## config.mk

```make
export PLATFORM = sky130hd
export DESIGN_NAME = timeline_event_window_tracker
export DESIGN_NICKNAME = d
export VERILOG_FILES = /design/src/design/tewt_pkg.sv /design/src/design/tewt_front.sv /design/src/design/tewt_fifo.sv /design/src/design/tewt_mod.sv /design/src/design/tewt_back.sv /design/src/design/timeline_event_window_tracker.sv
export SDC_FILE = /design/constraint.sdc
export NUM_CORES = 2
export LEC_CHECK = 0
export BUFFER_PORTS_ARGS = -buffer_cell sky130_fd_sc_hd__buf_2
export CAP_MARGIN = 40
export CORE_ASPECT_RATIO = 0.75
export CORE_UTILIZATION = 40
export CTS_CLUSTER_SIZE = 8
export DETAILED_ROUTE_END_ITERATION = 10
export PLACE_DENSITY = 0.53
export SETUP_SLACK_MARGIN = 0.3
export SYNTH_ARGS = -nofsm -noshare
export SYNTH_HDL_FRONTEND = slang
export SYNTH_SLANG_ARGS = --single-unit
```

## constraint.sdc

```tcl
create_clock -name i_clk -period 23.4 [get_ports i_clk]
set_input_delay 3.51 -clock i_clk [delete_from_list [all_inputs] [get_ports i_clk]]
set_output_delay 3.51 -clock i_clk [all_outputs]
set_load 0.01 [all_outputs]
```

## src/design/tewt_pkg.sv

```systemverilog
// Shared constants, codes and transaction types of the timeline cue window tracker.
package tewt_pkg;

    localparam int MAX_CUES     = 16;
    localparam int TIME_W       = 32;
    localparam int KIND_W       = 8;
    localparam int PAYLOAD_W    = 32;
    localparam int MODE_W       = 2;
    localparam int REP_W        = 2;
    localparam int ENTRY_IDX_W  = 4;
    localparam int CFG_COUNT_W  = 5;
    localparam int IDX_W        = $clog2(MAX_CUES);
    localparam int CNT_W        = $clog2(MAX_CUES + 1);
    localparam int SUM_W        = TIME_W + 1;
    localparam int DIVCNT_W     = $clog2(SUM_W + 1);
    localparam int QDEPTH       = 2;
    localparam int QPTR_W       = $clog2(QDEPTH);
    localparam int QCNT_W       = $clog2(QDEPTH + 1);
    localparam int APB_ADDR_W   = 4;
    localparam int APB_DATA_W   = 32;

    // Transaction modes
    localparam logic [MODE_W-1:0] OP_TICK  = 2'd0;
    localparam logic [MODE_W-1:0] OP_WRITE = 2'd1;
    localparam logic [MODE_W-1:0] OP_SET   = 2'd2;
    localparam logic [MODE_W-1:0] OP_RESET = 2'd3;

    // Result report codes
    localparam logic [REP_W-1:0] REP_ACT    = 2'd0;
    localparam logic [REP_W-1:0] REP_DEACT  = 2'd1;
    localparam logic [REP_W-1:0] REP_STATUS = 2'd2;

    // Register indexes (word address)
    localparam logic [1:0] REG_DURATION = 2'd0;
    localparam logic [1:0] REG_LOOP     = 2'd1;
    localparam logic [1:0] REG_COUNT    = 2'd2;

    typedef struct packed {
        logic [MODE_W-1:0]    op;
        logic [TIME_W-1:0]    tval;
        logic [IDX_W-1:0]     idx;
        logic                 wr_ok;
        logic [TIME_W-1:0]    cue_start;
        logic [TIME_W-1:0]    cue_end;
        logic [KIND_W-1:0]    kind;
        logic [PAYLOAD_W-1:0] payload;
    } t_cmd;

    typedef struct packed {
        logic              go;
        logic [SUM_W-1:0]  dividend;
        logic [TIME_W-1:0] divisor;
    } t_mod_req;

    typedef struct packed {
        logic              done;
        logic [TIME_W-1:0] rem;
    } t_mod_rsp;

endpackage

```

## src/design/tewt_front.sv

```systemverilog
// Front end: accepts transactions and classifies them into queue commands.
module tewt_front (
    input  logic                               i_start,
    input  logic                               i_busy,
    input  logic [tewt_pkg::MODE_W-1:0]        i_mode,
    input  logic [tewt_pkg::TIME_W-1:0]        i_time_value,
    input  logic [tewt_pkg::ENTRY_IDX_W-1:0]   i_entry_index,
    input  logic [tewt_pkg::TIME_W-1:0]        i_entry_start,
    input  logic [tewt_pkg::TIME_W-1:0]        i_entry_end,
    input  logic [tewt_pkg::KIND_W-1:0]        i_entry_kind,
    input  logic [tewt_pkg::PAYLOAD_W-1:0]     i_entry_payload,
    input  logic [tewt_pkg::TIME_W-1:0]        i_duration,
    output logic                               o_push,
    output tewt_pkg::t_cmd                     o_cmd
);
    import tewt_pkg::*;

    assign o_push = i_start & ~i_busy;

    always_comb begin
        o_cmd           = '0;
        o_cmd.op        = i_mode;
        o_cmd.tval      = i_time_value;
        o_cmd.idx       = IDX_W'(i_entry_index);
        o_cmd.cue_start = i_entry_start;
        o_cmd.cue_end   = i_entry_end;
        o_cmd.kind      = i_entry_kind;
        o_cmd.payload   = i_entry_payload;
        unique case (i_mode)
            OP_TICK: begin
                o_cmd.wr_ok = 1'b0;
            end
            OP_WRITE: begin
                // drop writes to slots beyond the table
                o_cmd.wr_ok = (32'(i_entry_index) < 32'(MAX_CUES));
            end
            OP_SET: begin
                // clamp the new time at the clip duration
                o_cmd.wr_ok = 1'b0;
                if (i_time_value > i_duration) begin
                    o_cmd.tval = i_duration;
                end
            end
            OP_RESET: begin
                o_cmd.wr_ok = 1'b0;
            end
            default: begin
                o_cmd.wr_ok = 1'b0;
            end
        endcase
    end

endmodule

```

## src/design/tewt_fifo.sv

```systemverilog
// Short command queue between the front end and the execution engine.
module tewt_fifo (
    input  logic           i_clk,
    input  logic           i_rst_n,
    input  logic           i_push,
    input  tewt_pkg::t_cmd i_cmd,
    input  logic           i_pop,
    output tewt_pkg::t_cmd o_head,
    output logic           o_full,
    output logic           o_empty
);
    import tewt_pkg::*;

    t_cmd              r_mem [QDEPTH];
    logic [QPTR_W-1:0] r_wptr;
    logic [QPTR_W-1:0] r_rptr;
    logic [QCNT_W-1:0] r_count;
    logic              w_push;
    logic              w_pop;

    assign o_full  = (r_count == QCNT_W'(QDEPTH));
    assign o_empty = (r_count == '0);
    assign w_push  = i_push & ~o_full;
    assign w_pop   = i_pop & ~o_empty;
    assign o_head  = r_mem[r_rptr];

    always_ff @(posedge i_clk) begin
        if (w_push) begin
            r_mem[r_wptr] <= i_cmd;
        end
    end

    always_ff @(posedge i_clk) begin
        if (!i_rst_n) begin
            r_wptr  <= '0;
            r_rptr  <= '0;
            r_count <= '0;
        end else begin
            if (w_push) begin
                r_wptr <= (32'(r_wptr) == QDEPTH - 1) ? '0 : r_wptr + 1'b1;
            end
            if (w_pop) begin
                r_rptr <= (32'(r_rptr) == QDEPTH - 1) ? '0 : r_rptr + 1'b1;
            end
            if (w_push && !w_pop) begin
                r_count <= r_count + 1'b1;
            end else if (w_pop && !w_push) begin
                r_count <= r_count - 1'b1;
            end
        end
    end

endmodule

```

## src/design/tewt_mod.sv

```systemverilog
// Serial restoring remainder unit: one dividend bit per cycle.
module tewt_mod (
    input  logic               i_clk,
    input  logic               i_rst_n,
    input  tewt_pkg::t_mod_req i_req,
    output tewt_pkg::t_mod_rsp o_rsp
);
    import tewt_pkg::*;

    logic                r_busy;
    logic                r_done;
    logic [DIVCNT_W-1:0] r_cnt;
    logic [TIME_W-1:0]   r_rem;
    logic [SUM_W-1:0]    r_dvd;
    logic [TIME_W-1:0]   r_div;
    logic [SUM_W-1:0]    w_trial;
    logic [SUM_W-1:0]    w_div_ext;
    logic                w_fits;

    assign w_trial   = {r_rem, r_dvd[SUM_W-1]};
    assign w_div_ext = {1'b0, r_div};
    assign w_fits    = (w_trial >= w_div_ext);

    assign o_rsp.done = r_done;
    assign o_rsp.rem  = r_rem;

    always_ff @(posedge i_clk) begin
        if (i_req.go) begin
            r_dvd <= i_req.dividend;
            r_div <= i_req.divisor;
            r_rem <= '0;
        end else if (r_busy) begin
            r_dvd <= r_dvd << 1;
            if (w_fits) begin
                r_rem <= TIME_W'(w_trial - w_div_ext);
            end else begin
                r_rem <= w_trial[TIME_W-1:0];
            end
        end
    end

    always_ff @(posedge i_clk) begin
        if (!i_rst_n) begin
            r_busy <= 1'b0;
            r_done <= 1'b0;
            r_cnt  <= '0;
        end else begin
            r_done <= 1'b0;
            if (i_req.go) begin
                r_busy <= 1'b1;
                r_cnt  <= DIVCNT_W'(SUM_W);
            end else if (r_busy) begin
                r_cnt <= r_cnt - 1'b1;
                if (r_cnt == DIVCNT_W'(1)) begin
                    r_busy <= 1'b0;
                    r_done <= 1'b1;
                end
            end
        end
    end

endmodule

```

## src/design/tewt_back.sv

```systemverilog
// Execution engine: time update, cue table, cue walk and result register.
module tewt_back (
    input  logic                              i_clk,
    input  logic                              i_rst_n,
    input  logic                              i_empty,
    input  tewt_pkg::t_cmd                    i_cmd,
    output logic                              o_pop,
    input  logic [tewt_pkg::TIME_W-1:0]       i_duration,
    input  logic                              i_loop,
    input  logic [tewt_pkg::CFG_COUNT_W-1:0]  i_cue_count,
    output tewt_pkg::t_mod_req                o_mod_req,
    input  tewt_pkg::t_mod_rsp                i_mod_rsp,
    output logic                              o_result_valid,
    output logic [tewt_pkg::REP_W-1:0]        o_report,
    output logic [tewt_pkg::ENTRY_IDX_W-1:0]  o_cue_index,
    output logic [tewt_pkg::KIND_W-1:0]       o_cue_kind,
    output logic [tewt_pkg::PAYLOAD_W-1:0]    o_cue_payload,
    output logic [tewt_pkg::TIME_W-1:0]       o_play_time,
    output logic                              o_finished,
    output logic                              o_last
);
    import tewt_pkg::*;

    localparam logic [2:0] S_IDLE   = 3'd0;
    localparam logic [2:0] S_SUM    = 3'd1;
    localparam logic [2:0] S_DEC    = 3'd2;
    localparam logic [2:0] S_MOD    = 3'd3;
    localparam logic [2:0] S_DEACT  = 3'd4;
    localparam logic [2:0] S_SCAN   = 3'd5;
    localparam logic [2:0] S_STATUS = 3'd6;

    // cue table, no reset
    logic [TIME_W-1:0]    r_start   [MAX_CUES];
    logic [TIME_W-1:0]    r_end     [MAX_CUES];
    logic [KIND_W-1:0]    r_kind    [MAX_CUES];
    logic [PAYLOAD_W-1:0] r_payload [MAX_CUES];

    logic [2:0]           r_state, n_state;
    logic [CNT_W-1:0]     r_idx, n_idx;
    logic                 r_second, n_second;
    logic                 r_after_scan, n_after_scan;
    logic [TIME_W-1:0]    r_time, n_time;
    logic [TIME_W-1:0]    r_prev, n_prev;
    logic [TIME_W-1:0]    r_dt, n_dt;
    logic [SUM_W-1:0]     r_sum, n_sum;
    logic [MAX_CUES-1:0]  r_marks, n_marks;

    logic                 r_out_valid;
    logic [REP_W-1:0]     r_out_report;
    logic [ENTRY_IDX_W-1:0] r_out_index;
    logic [KIND_W-1:0]    r_out_kind;
    logic [PAYLOAD_W-1:0] r_out_payload;
    logic [TIME_W-1:0]    r_out_time;
    logic                 r_out_finished;
    logic                 r_out_last;

    logic [CNT_W-1:0]     w_cnt;
    logic [IDX_W-1:0]     w_slot;
    logic                 w_in_range;
    logic [TIME_W-1:0]    w_s;
    logic [TIME_W-1:0]    w_e;
    logic                 w_mark;
    logic                 w_oneshot;
    logic                 w_should;
    logic                 w_cross;
    logic                 w_tbl_we;
    logic                 w_mod_go;
    logic                 w_emit;
    logic [REP_W-1:0]     w_emit_rep;
    logic                 w_status;

    assign w_cnt      = (32'(i_cue_count) > 32'(MAX_CUES)) ? CNT_W'(MAX_CUES)
                                                            : CNT_W'(i_cue_count);
    assign w_slot     = r_idx[IDX_W-1:0];
    assign w_in_range = (r_idx < w_cnt);
    assign w_s        = r_start[w_slot];
    assign w_e        = r_end[w_slot];
    assign w_mark     = r_marks[w_slot];
    assign w_oneshot  = (w_s == w_e);
    assign w_should   = (r_time >= w_s) && (r_time < w_e);
    assign w_cross    = (r_prev <= w_s) && (r_time > w_s);
    assign w_status   = w_emit && (w_emit_rep == REP_STATUS);

    assign o_mod_req.go       = w_mod_go;
    assign o_mod_req.dividend = r_sum;
    assign o_mod_req.divisor  = i_duration;

    always_comb begin
        n_state      = r_state;
        n_idx        = r_idx;
        n_second     = r_second;
        n_after_scan = r_after_scan;
        n_time       = r_time;
        n_prev       = r_prev;
        n_dt         = r_dt;
        n_sum        = r_sum;
        n_marks      = r_marks;
        o_pop        = 1'b0;
        w_tbl_we     = 1'b0;
        w_mod_go     = 1'b0;
        w_emit       = 1'b0;
        w_emit_rep   = REP_STATUS;
        unique case (r_state)
            S_IDLE: begin
                if (!i_empty) begin
                    o_pop = 1'b1;
                    unique case (i_cmd.op)
                        OP_TICK: begin
                            n_dt    = i_cmd.tval;
                            n_state = S_SUM;
                        end
                        OP_WRITE: begin
                            w_tbl_we = i_cmd.wr_ok;
                            n_state  = S_STATUS;
                        end
                        OP_SET: begin
                            n_time  = i_cmd.tval;
                            n_marks = '0;
                            n_state = S_STATUS;
                        end
                        OP_RESET: begin
                            n_time       = '0;
                            n_idx        = '0;
                            n_after_scan = 1'b0;
                            n_state      = S_DEACT;
                        end
                        default: begin
                            n_state = S_STATUS;
                        end
                    endcase
                end
            end
            S_SUM: begin
                n_sum   = {1'b0, r_time} + {1'b0, r_dt};
                n_state = S_DEC;
            end
            S_DEC: begin
                n_idx    = '0;
                n_second = 1'b0;
                if (r_sum >= {1'b0, i_duration}) begin
                    if (i_loop) begin
                        n_prev       = '0;
                        n_after_scan = 1'b1;
                        if (i_duration == '0) begin
                            n_time  = '0;
                            n_state = S_DEACT;
                        end else begin
                            w_mod_go = 1'b1;
                            n_state  = S_MOD;
                        end
                    end else begin
                        n_prev  = r_time;
                        n_time  = i_duration;
                        n_state = S_SCAN;
                    end
                end else begin
                    n_prev  = r_time;
                    n_time  = r_sum[TIME_W-1:0];
                    n_state = S_SCAN;
                end
            end
            S_MOD: begin
                if (i_mod_rsp.done) begin
                    n_time  = i_mod_rsp.rem;
                    n_state = S_DEACT;
                end
            end
            S_DEACT: begin
                if (!w_in_range) begin
                    n_marks  = '0;
                    n_idx    = '0;
                    n_second = 1'b0;
                    n_state  = r_after_scan ? S_SCAN : S_STATUS;
                end else begin
                    if (w_mark && !w_oneshot) begin
                        w_emit     = 1'b1;
                        w_emit_rep = REP_DEACT;
                    end
                    n_idx = r_idx + 1'b1;
                end
            end
            S_SCAN: begin
                if (!w_in_range) begin
                    n_state = S_STATUS;
                end else if (w_oneshot) begin
                    if (!w_mark && w_cross) begin
                        w_emit = 1'b1;
                        if (!r_second) begin
                            w_emit_rep = REP_ACT;
                            n_second   = 1'b1;
                        end else begin
                            w_emit_rep      = REP_DEACT;
                            n_second        = 1'b0;
                            n_marks[w_slot] = 1'b1;
                            n_idx           = r_idx + 1'b1;
                        end
                    end else begin
                        n_idx = r_idx + 1'b1;
                    end
                end else begin
                    if (!w_mark && w_should) begin
                        n_marks[w_slot] = 1'b1;
                        w_emit          = 1'b1;
                        w_emit_rep      = REP_ACT;
                    end else if (w_mark && !w_should) begin
                        n_marks[w_slot] = 1'b0;
                        w_emit          = 1'b1;
                        w_emit_rep      = REP_DEACT;
                    end
                    n_idx = r_idx + 1'b1;
                end
            end
            S_STATUS: begin
                w_emit     = 1'b1;
                w_emit_rep = REP_STATUS;
                n_state    = S_IDLE;
            end
            default: begin
                n_state = S_IDLE;
            end
        endcase
    end

    always_ff @(posedge i_clk) begin
        if (w_tbl_we) begin
            r_start[i_cmd.idx]   <= i_cmd.cue_start;
            r_end[i_cmd.idx]     <= i_cmd.cue_end;
            r_kind[i_cmd.idx]    <= i_cmd.kind;
            r_payload[i_cmd.idx] <= i_cmd.payload;
        end
    end

    always_ff @(posedge i_clk) begin
        r_idx        <= n_idx;
        r_after_scan <= n_after_scan;
        r_prev       <= n_prev;
        r_dt         <= n_dt;
        r_sum        <= n_sum;
        if (w_emit) begin
            r_out_report   <= w_emit_rep;
            r_out_index    <= w_status ? '0 : ENTRY_IDX_W'(w_slot);
            r_out_kind     <= w_status ? '0 : r_kind[w_slot];
            r_out_payload  <= w_status ? '0 : r_payload[w_slot];
            r_out_time     <= r_time;
            r_out_finished <= !i_loop && (r_time >= i_duration);
            r_out_last     <= w_status;
        end
    end

    always_ff @(posedge i_clk) begin
        if (!i_rst_n) begin
            r_state     <= S_IDLE;
            r_time      <= '0;
            r_marks     <= '0;
            r_second    <= 1'b0;
            r_out_valid <= 1'b0;
        end else begin
            r_state     <= n_state;
            r_time      <= n_time;
            r_marks     <= n_marks;
            r_second    <= n_second;
            r_out_valid <= w_emit;
        end
    end

    assign o_result_valid = r_out_valid;
    assign o_report       = r_out_report;
    assign o_cue_index    = r_out_index;
    assign o_cue_kind     = r_out_kind;
    assign o_cue_payload  = r_out_payload;
    assign o_play_time    = r_out_time;
    assign o_finished     = r_out_finished;
    assign o_last         = r_out_last;

    a_status_ends_run: assert property (@(posedge i_clk) disable iff (!i_rst_n)
        r_out_valid && r_out_last |=> !r_out_valid)
        else $error("result directly after a status result");

    a_last_is_status: assert property (@(posedge i_clk) disable iff (!i_rst_n)
        r_out_valid |-> (r_out_last == (r_out_report == REP_STATUS)))
        else $error("last flag disagrees with report code");

    a_second_in_range: assert property (@(posedge i_clk) disable iff (!i_rst_n)
        r_second |-> (r_state == S_SCAN) && w_in_range && w_oneshot)
        else $error("one-shot second half outside a valid cue");

    a_pop_only_idle: assert property (@(posedge i_clk) disable iff (!i_rst_n)
        (r_state != S_IDLE) |=> !$past(o_pop))
        else $error("queue popped while a command is executing");

endmodule

```

## src/design/timeline_event_window_tracker.sv

```systemverilog
// Top level of the timeline cue window tracker: register port, front end, queue, engine.
//
// Commands enter on start when busy is low; a two-entry queue sits between the front
// end and the engine, and busy rises only while that queue is full. Every command ends
// with exactly one status result (o_last high); cue results come first, one per cycle,
// each on the result ports for a single cycle marked by o_result_valid, and the
// receiver cannot stall them. All results of a command carry the final play time.
// A write or set-time command goes from the idle state straight to its status result. A
// tick adds the time step, decides whether the clip wraps and walks the cue table for
// activations and deactivations; a one-shot cue that fires gives two results from one
// entry. A looping tick that wraps first runs the serial remainder unit (33 dividend
// bits, one per cycle), then a deactivation walk, before the cue walk; a zero clip length
// skips the remainder unit. The reset command runs only the deactivation walk. An idle
// engine takes a command the cycle after it is accepted, and each result reaches the
// ports the cycle after the engine produces it. The walks cover cue_count entries, the
// number of cues scanned (at most 16), one entry per cycle, but a one-shot cue that
// fires holds the walk on that entry for its second result. Write the registers only
// while no command is pending or running.
module timeline_event_window_tracker (
    input  logic                               i_clk,
    input  logic                               i_rst_n,
    // command port
    input  logic                               start,
    output logic                               busy,
    input  logic [tewt_pkg::MODE_W-1:0]        i_mode,
    input  logic [tewt_pkg::TIME_W-1:0]        i_time_value,
    input  logic [tewt_pkg::ENTRY_IDX_W-1:0]   i_entry_index,
    input  logic [tewt_pkg::TIME_W-1:0]        i_entry_start,
    input  logic [tewt_pkg::TIME_W-1:0]        i_entry_end,
    input  logic [tewt_pkg::KIND_W-1:0]        i_entry_kind,
    input  logic [tewt_pkg::PAYLOAD_W-1:0]     i_entry_payload,
    // result port
    output logic                               o_result_valid,
    output logic [tewt_pkg::REP_W-1:0]         o_report,
    output logic [tewt_pkg::ENTRY_IDX_W-1:0]   o_cue_index,
    output logic [tewt_pkg::KIND_W-1:0]        o_cue_kind,
    output logic [tewt_pkg::PAYLOAD_W-1:0]     o_cue_payload,
    output logic [tewt_pkg::TIME_W-1:0]        o_play_time,
    output logic                               o_finished,
    output logic                               o_last,
    // register port
    input  logic                               psel,
    input  logic                               penable,
    input  logic                               pwrite,
    input  logic [tewt_pkg::APB_ADDR_W-1:0]    paddr,
    input  logic [tewt_pkg::APB_DATA_W-1:0]    pwdata,
    output logic [tewt_pkg::APB_DATA_W-1:0]    prdata,
    output logic                               pready
);
    import tewt_pkg::*;

    // configuration registers
    logic [TIME_W-1:0]      r_duration;
    logic                   r_loop;
    logic [CFG_COUNT_W-1:0] r_cue_count;

    logic       w_cfg_wr;
    logic [1:0] w_reg_sel;

    logic       w_push;
    t_cmd       w_cmd;
    t_cmd       w_head;
    logic       w_full;
    logic       w_empty;
    logic       w_pop;
    t_mod_req   w_mod_req;
    t_mod_rsp   w_mod_rsp;

    // Register port: zero wait states, word-addressed registers.
    assign pready    = 1'b1;
    assign w_reg_sel = paddr[3:2];
    assign w_cfg_wr  = psel & penable & pwrite;

    always_ff @(posedge i_clk) begin
        if (!i_rst_n) begin
            r_duration  <= TIME_W'(65536);
            r_loop      <= 1'b1;
            r_cue_count <= '0;
        end else if (w_cfg_wr) begin
            unique case (w_reg_sel)
                REG_DURATION: r_duration  <= pwdata[TIME_W-1:0];
                REG_LOOP:     r_loop      <= pwdata[0];
                REG_COUNT:    r_cue_count <= pwdata[CFG_COUNT_W-1:0];
                default: begin
                    // unmapped address: drop the write
                end
            endcase
        end
    end

    always_comb begin
        unique case (w_reg_sel)
            REG_DURATION: prdata = APB_DATA_W'(r_duration);
            REG_LOOP:     prdata = APB_DATA_W'(r_loop);
            REG_COUNT:    prdata = APB_DATA_W'(r_cue_count);
            default:      prdata = '0;
        endcase
    end

    // Hold off new commands only while the queue is full.
    assign busy = w_full;

    tewt_front u_front (
        .i_start         (start),
        .i_busy          (w_full),
        .i_mode          (i_mode),
        .i_time_value    (i_time_value),
        .i_entry_index   (i_entry_index),
        .i_entry_start   (i_entry_start),
        .i_entry_end     (i_entry_end),
        .i_entry_kind    (i_entry_kind),
        .i_entry_payload (i_entry_payload),
        .i_duration      (r_duration),
        .o_push          (w_push),
        .o_cmd           (w_cmd)
    );

    tewt_fifo u_fifo (
        .i_clk   (i_clk),
        .i_rst_n (i_rst_n),
        .i_push  (w_push),
        .i_cmd   (w_cmd),
        .i_pop   (w_pop),
        .o_head  (w_head),
        .o_full  (w_full),
        .o_empty (w_empty)
    );

    tewt_mod u_mod (
        .i_clk   (i_clk),
        .i_rst_n (i_rst_n),
        .i_req   (w_mod_req),
        .o_rsp   (w_mod_rsp)
    );

    tewt_back u_back (
        .i_clk          (i_clk),
        .i_rst_n        (i_rst_n),
        .i_empty        (w_empty),
        .i_cmd          (w_head),
        .o_pop          (w_pop),
        .i_duration     (r_duration),
        .i_loop         (r_loop),
        .i_cue_count    (r_cue_count),
        .o_mod_req      (w_mod_req),
        .i_mod_rsp      (w_mod_rsp),
        .o_result_valid (o_result_valid),
        .o_report       (o_report),
        .o_cue_index    (o_cue_index),
        .o_cue_kind     (o_cue_kind),
        .o_cue_payload  (o_cue_payload),
        .o_play_time    (o_play_time),
        .o_finished     (o_finished),
        .o_last         (o_last)
    );

endmodule
```

# --- After elaboration in Yosys (flattened, before gate mapping) ---
# Memory sizes are Yosys's and may differ from the RTL's. A register that Yosys moved wholly into a read port is not among the register bits.
# Index checks and enable logic that the tools add are counted.
totals:
  ff_bits: 343
  ram_bits: 1950
  input_bits: 184
  wordCells: 248
  memories: 5
mem_list:
  columns: ["name", "words", "word_bits", "rd", "rd_ports_with_merged_regs", "wr", "line_no", "source"]
  rows:
  - ["u_back.r_end", 16, 32, 1, 1, 1, "tewt_back.sv:34", "logic [TIME_W-1:0] r_end [MAX_CUES];"]
  - ["u_back.r_payload", 16, 32, 1, 1, 1, "tewt_back.sv:36", "logic [PAYLOAD_W-1:0] r_payload [MAX_CUES];"]
  - ["u_back.r_start", 16, 32, 1, 1, 1, "tewt_back.sv:33", "logic [TIME_W-1:0] r_start [MAX_CUES];"]
  - ["u_fifo.r_mem", 2, 143, 1, 1, 1, "tewt_fifo.sv:14", "t_cmd r_mem [QDEPTH];"]
  - ["u_back.r_kind", 16, 8, 1, 1, 1, "tewt_back.sv:35", "logic [KIND_W-1:0] r_kind [MAX_CUES];"]
op_classes:
  n_addsub: 8
  n_lt_le_gt_ge: 12
  eq_ne: 35
  muxes: 104
  n_bitwise: 12
  reduce_logical: 44
op_table:
  columns: ["operator", "n"]
  rows:
  - ["$mux W32", 10]
  - ["$pmux W32 S3", 2]
  - ["$mux W16", 9]
  - ["$ge A33 B32 Y1", 2]
  - ["$mux W33", 2]
  - ["$ge A32 B32 Y1", 2]
  - ["$gt A32 B32 Y1", 2]
  - ["$pmux W32 S2", 1]
  - ["$pmux W16 S3", 1]
  - ["$mux W1", 40]
  - ["$mux W5", 8]
  - ["$add A32 B32 Y33", 1]
  - ["$eq A32 B32 Y1", 1]
  - ["$le A32 B32 Y1", 1]
  - ["$logic_not A32 Y1", 1]
  - ["$lt A32 B32 Y1", 1]
  - ["$sub A32 B32 Y32", 1]
  - ["$mux W3", 7]
  - ["$mux W2", 10]
  - ["$pmux W5 S4", 1]
  - ["$reduce_and A5 Y1", 4]
  - ["$pmux W3 S6", 1]
  - ["$and A16 B16 Y16", 1]
  - ["$not A16 Y16", 1]
  - ["46 further kinds", 105]

# --- Logic depth before layout (Yosys ltp) ---
depth:
  ltp_word: 11
  depth_mapped: 27
  ltp_nobuf: 22

# --- Cells and area by module ---
# Synthesis repeated with hierarchy kept, for this count alone.
unflattened:
  hier_cells: 5459
  area_unflattened_um2: 99211.4
modules_own_cells:
  columns: ["mod", "n_inst", "cells_each", "area_each_um2", "seq_area_each_um2"]
  rows:
  - ["tewt_back", 1, 3938, 78348.9, 56604.3]
  - ["tewt_fifo", 1, 470, 10831.6, 8688.3]
  - ["tewt_mod", 1, 584, 6120.9, 2752.6]
  - ["tewt_front", 1, 260, 2068.2, 0.0]
  - ["timeline_event_window_tracker", 1, 207, 1841.8, 760.7]

# --- Worst setup path before layout ---
# OpenSTA, ideal clock, no wires.
synth_path:
  kind: "register -> register"
  start: "register with a tool-made name"
  end: "register u_back.r_out_index[0], in the netlist u_back.o_cue_index[0], enable pin"
  setup_time_ns: 0.641
  t_arrival_ns: 10.076
  setup_slack_ns: 12.683
  path_stages_with_launch: 24
  synth_period_minus_slack_ns: 10.717
  cell_sequence: "dfxtp_1 -> buf_6 -> buf_6 -> buf_2 -> mux4_2 -> a22oi_1 -> nand2_1 -> inv_1 -> ha_1 -> a21o_1 -> a21o_1 -> a21o_1 -> a21o_1 -> a21o_1 -> a21o_1 -> a21oi_1 -> or3_1 -> a21boi_0 -> nor4_1 -> o31ai_1 -> ha_1 -> o21ai_0 -> a21oi_1 -> a21boi_0"
synth_rtl:
  columns: ["element", "line_no", "source"]
  rows:
  - ["end signal, assigned", "tewt_back.sv:241", "r_out_index <= w_status ? '0 : ENTRY_IDX_W'(w_slot);"]
  - ["end, declared", "tewt_back.sv:50", "logic [ENTRY_IDX_W-1:0] r_out_index;"]

==> results.sh <==
export IMPL_yosys_warnings=0
export IMPL_max_freq_mhz=111
export IMPL_vias_per_cell=5.66
export IMPL_ant_nets=0
export IMPL_start_util_pct=40.4
export IMPL_hold_depth=1
export IMPL_wl_um=269000
export IMPL_rsz0062_at_grt="no"
export IMPL_p_seq_share_pct=39.3
export IMPL_place_hpwl_um=161000
export IMPL_seqCellArea_sq_mm=0.0688
export IMPL_ir_worst_vdd_mv=0.109
export IMPL_skew_ns=0.0680
export IMPL_path_clk_slew_ns=0.05
export IMPL_setup_violations=0
export IMPL_syn_avg_cell_area_sq_um=18.0
export IMPL_insertion_delay_ns=0.88
export IMPL_fp_row_count=155
export IMPL_final_setup_tns_ns=0
export IMPL_synth_nets=5824
export IMPL_leakagePower_nw=37.9
export IMPL_grt_usage_pct=22.0
export IMPL_place_congestion=0.897
export IMPL_max_cap_viol_count=0
export IMPL_yosysUniqueCellTypes=78
export IMPL_die_y_um=427
export IMPL_p_per_area_mw_per_mm2=123
export IMPL_wl_per_cell_um=29.1
export IMPL_relSlewSlack_pct=29.9
export IMPL_power_switching_mw=4.41
export IMPL_io_pins=299
export IMPL_met1_length_um=123000
export IMPL_wl_met3_um=17200
export IMPL_synthCells=5364
export IMPL_synth_edf_count=2198
export IMPL_cp_required_ns=23.92
export IMPL_firstDrtPassIters=7
export IMPL_critical_path_class="flip-flop to flip-flop"
export IMPL_drtIter0Drc=5581
export IMPL_worst_pin_slew_ns=1.05
export IMPL_grt_max_degree=112
export IMPL_period_minus_slack_ns=9.00
export IMPL_cts_path_max_buffers=4
export IMPL_drcViolationCount=0
export IMPL_holdCritPathClass="flip-flop to flip-flop"
export IMPL_syn_area_sq_mm=0.0964
export IMPL_area_growth_pct=16.2
export IMPL_dieArea_sq_mm=0.243
export IMPL_grt_antenna_before_repair=21
export IMPL_maxSlewViolCount=0
export IMPL_r2r_cells=25
export IMPL_drive_gt1_share_pct=25.0
export IMPL_period_share_pct=38.5
export IMPL_worstSetupStartpointType="flip-flop"
export IMPL_dr_wl_met2_um=123000
export IMPL_multiInputGateArea_sq_mm=0.0261
export IMPL_crit_arrival_ns=9.52
export IMPL_finalHoldViolCount=0
export IMPL_end_kind="flip-flop"
export IMPL_status="finished clean"
export IMPL_htree_levels=5
export IMPL_route_top_layer_used="met5"
export IMPL_grt_pass1_vias=52900
export IMPL_final_nets=6391
export IMPL_vias=52300
export IMPL_cts_resized_gates=0
export IMPL_grt_pass1_wl_um=384000
export IMPL_fin_util_pct=46.9
export IMPL_clkPwrFrac_pct=31.1
export IMPL_die_w_um=569
export IMPL_fillers=20000
export IMPL_cts_root_buffer="clkbuf_16"
export IMPL_pwr_share_comb_pct=29.7
export IMPL_tritoncts="done"
export IMPL_synthArstFlopShare_pct=0
export IMPL_post_cts_setup_buffer_count=0
export IMPL_crit_fanout=45
export IMPL_clkSinkCount=2338
export IMPL_overflow=0
export IMPL_p_sw_share_pct=31.9
export IMPL_synthFlopType="edfxtp_1"
export IMPL_io_buffer_count=295
export IMPL_yosysSeqAreaShare_pct=71.4
export IMPL_ys_ff_latch=2338
export IMPL_power_internal_mw=9.42
export IMPL_cts_buffers=334
export IMPL_core_area_sq_mm=0.239
export IMPL_ctsHoldBuffers=0
worst max-delay path: stages (launching register included):
cell and delay (ns):
dfxtp_4 0.79, buf_4 0.64, buf_4 0.72, buf_4 0.67, mux4_2 0.58, a22oi_1 0.21
nand2_1 0.25, inv_1 0.17, ha_1 0.26, a21o_1 0.17, a21o_1 0.17, a21oi_1 0.21
o22ai_1 0.11, o41ai_1 0.60, nand3_1 0.33, a21o_1 0.27, o21ai_0 0.09, nor4_1 0.09
o31ai_1 0.21, ha_1 0.36, o21ai_0 0.17, a21oi_1 0.21, a21boi_4 0.22, buf_4 0.50
buf_4 0.24, buf_16 0.30
cell usage in the layout, fill, tap and decap left out, types with 95 or more instances in the layout:
master	instances
a22oi_1	95
nand2_1	317
inv_1	168
a21oi_1	173
buf_2	298
clkbuf_16	340
o21ai_0	119
buf_4	137
dfxtp_1	135
ha_1	274
edfxtp_1	2198
a21o_1	96
mux4_2	455
mux2_2	170
nor2_1	132
synth_stat cells (all sizes together), types with 46 or more instances:
cell	count	share of area, %
mux2	174	2.0
o21ai	123	0.64
a21o	96	0.75
mux4	455	11
dfxtp	140	2.9
nor2b	79	0.51
clkbuf	165	0.64
buf	77	0.43
mux2i	50	0.52
nor2	152	0.59
nand4	46	0.30
a21oi	174	0.91
edfxtp	2198	68
xnor2	68	0.62
ha	274	3.6
nand2	317	1.2
inv	170	0.66
nand3	47	0.24
nor3	50	0.26
a22oi	95	0.74
per-layer routing:
layer	global-route usage (%)	vias up
li1	-	22600
met1	32.3	27500
met3	3.80	393
met5	0	-
met2	34.2	1819
met4	4.90	2
power by group through the flow:
stage          Sequential [mW]  Combinational, mW  Clock (mW)
6_report                  5.43               4.10        4.29
3_3_place_gp              5.50               4.03           0
5_1_grt                   5.45               4.47        4.55
2_1_floorplan             5.36               2.83           0
4_1_cts                   5.43               4.12        4.38
3_5_place_dp              5.51               4.10           0
cell families (layout without fill, tap and decap cells):
| family | count (synthesis) | in the layout | share of synthesized area (%) |
|---|---|---|---|
| flops | 2338 | 2338 | 71.4 |
| simple gates | 832 | 832 | 4.09 |
| compound gates | 727 | 727 | 5.08 |
| mux | 679 | 679 | 13.2 |
| buf+inv | 412 | 1064 | 1.74 |
| fa+ha+maj | 276 | 276 | 3.60 |
| xor+xnor | 99 | 99 | 0.900 |
| other cells | 1 | 5 | 0.00389 |
flip-flops by register name (all words and copies together), names as in the netlist, 33 cells and up, named ones only:
name	flops
u_fifo.r_mem	286
u_back.r_sum	33
u_back.r_end	512
u_back.r_kind	128
u_mod.r_dvd	33
u_back.r_payload	512
u_back.r_start	512
path summary, 6_finish.rpt:
path | from | endpoint | slack, ns
worst max register to register | flip-flop | u_back.o_cue_kind[2]$_SDFFCE_PP0P_ | 14.40
worst min-delay path | u_back.r_marks[0]$_SDFFE_PN0P_ | u_back.r_marks[0]$_SDFFE_PN0P_ | 0.48
worst max-delay path | flip-flop | u_back.o_cue_kind[2]$_SDFFCE_PP0P_ | 14.40
worst min register to register | u_back.r_marks[0]$_SDFFE_PN0P_ | u_back.r_marks[0]$_SDFFE_PN0P_ | 0.48
area by class of cell:
type | count | share of cell area [%]
diodes | 4 | 0.00894
clock buffers | 405 | 7.81
clock inverters | 16 | 0.216
inverters | 170 | 0.571
multi-input cells | 2614 | 23.3
flip-flops and latches | 2338 | 61.5
well taps | 3218 | 3.60
repair buffers | 473 | 3.04
stage by stage:
stage / setup slack [ns] / std cells / power (mW) / instance area [sq um] / hold slack (ns)
after floorplan: 12.68 / 5364 / 8.20 / 96400 / 0.427
after global placement: 13.90 / 8775 / 9.54 / 102000 / 0.468
after detailed placement: 14.24 / 8812 / 9.61 / 103000 / 0.456
after CTS: 14.17 / 9233 / 13.9 / 112000 / 0.476
after global routing: 13.70 / 9235 / 14.5 / 112000 / 0.488
final: 14.40 / 9238 / 13.8 / 112000 / 0.478
Power figures use the tool's default switching activity.
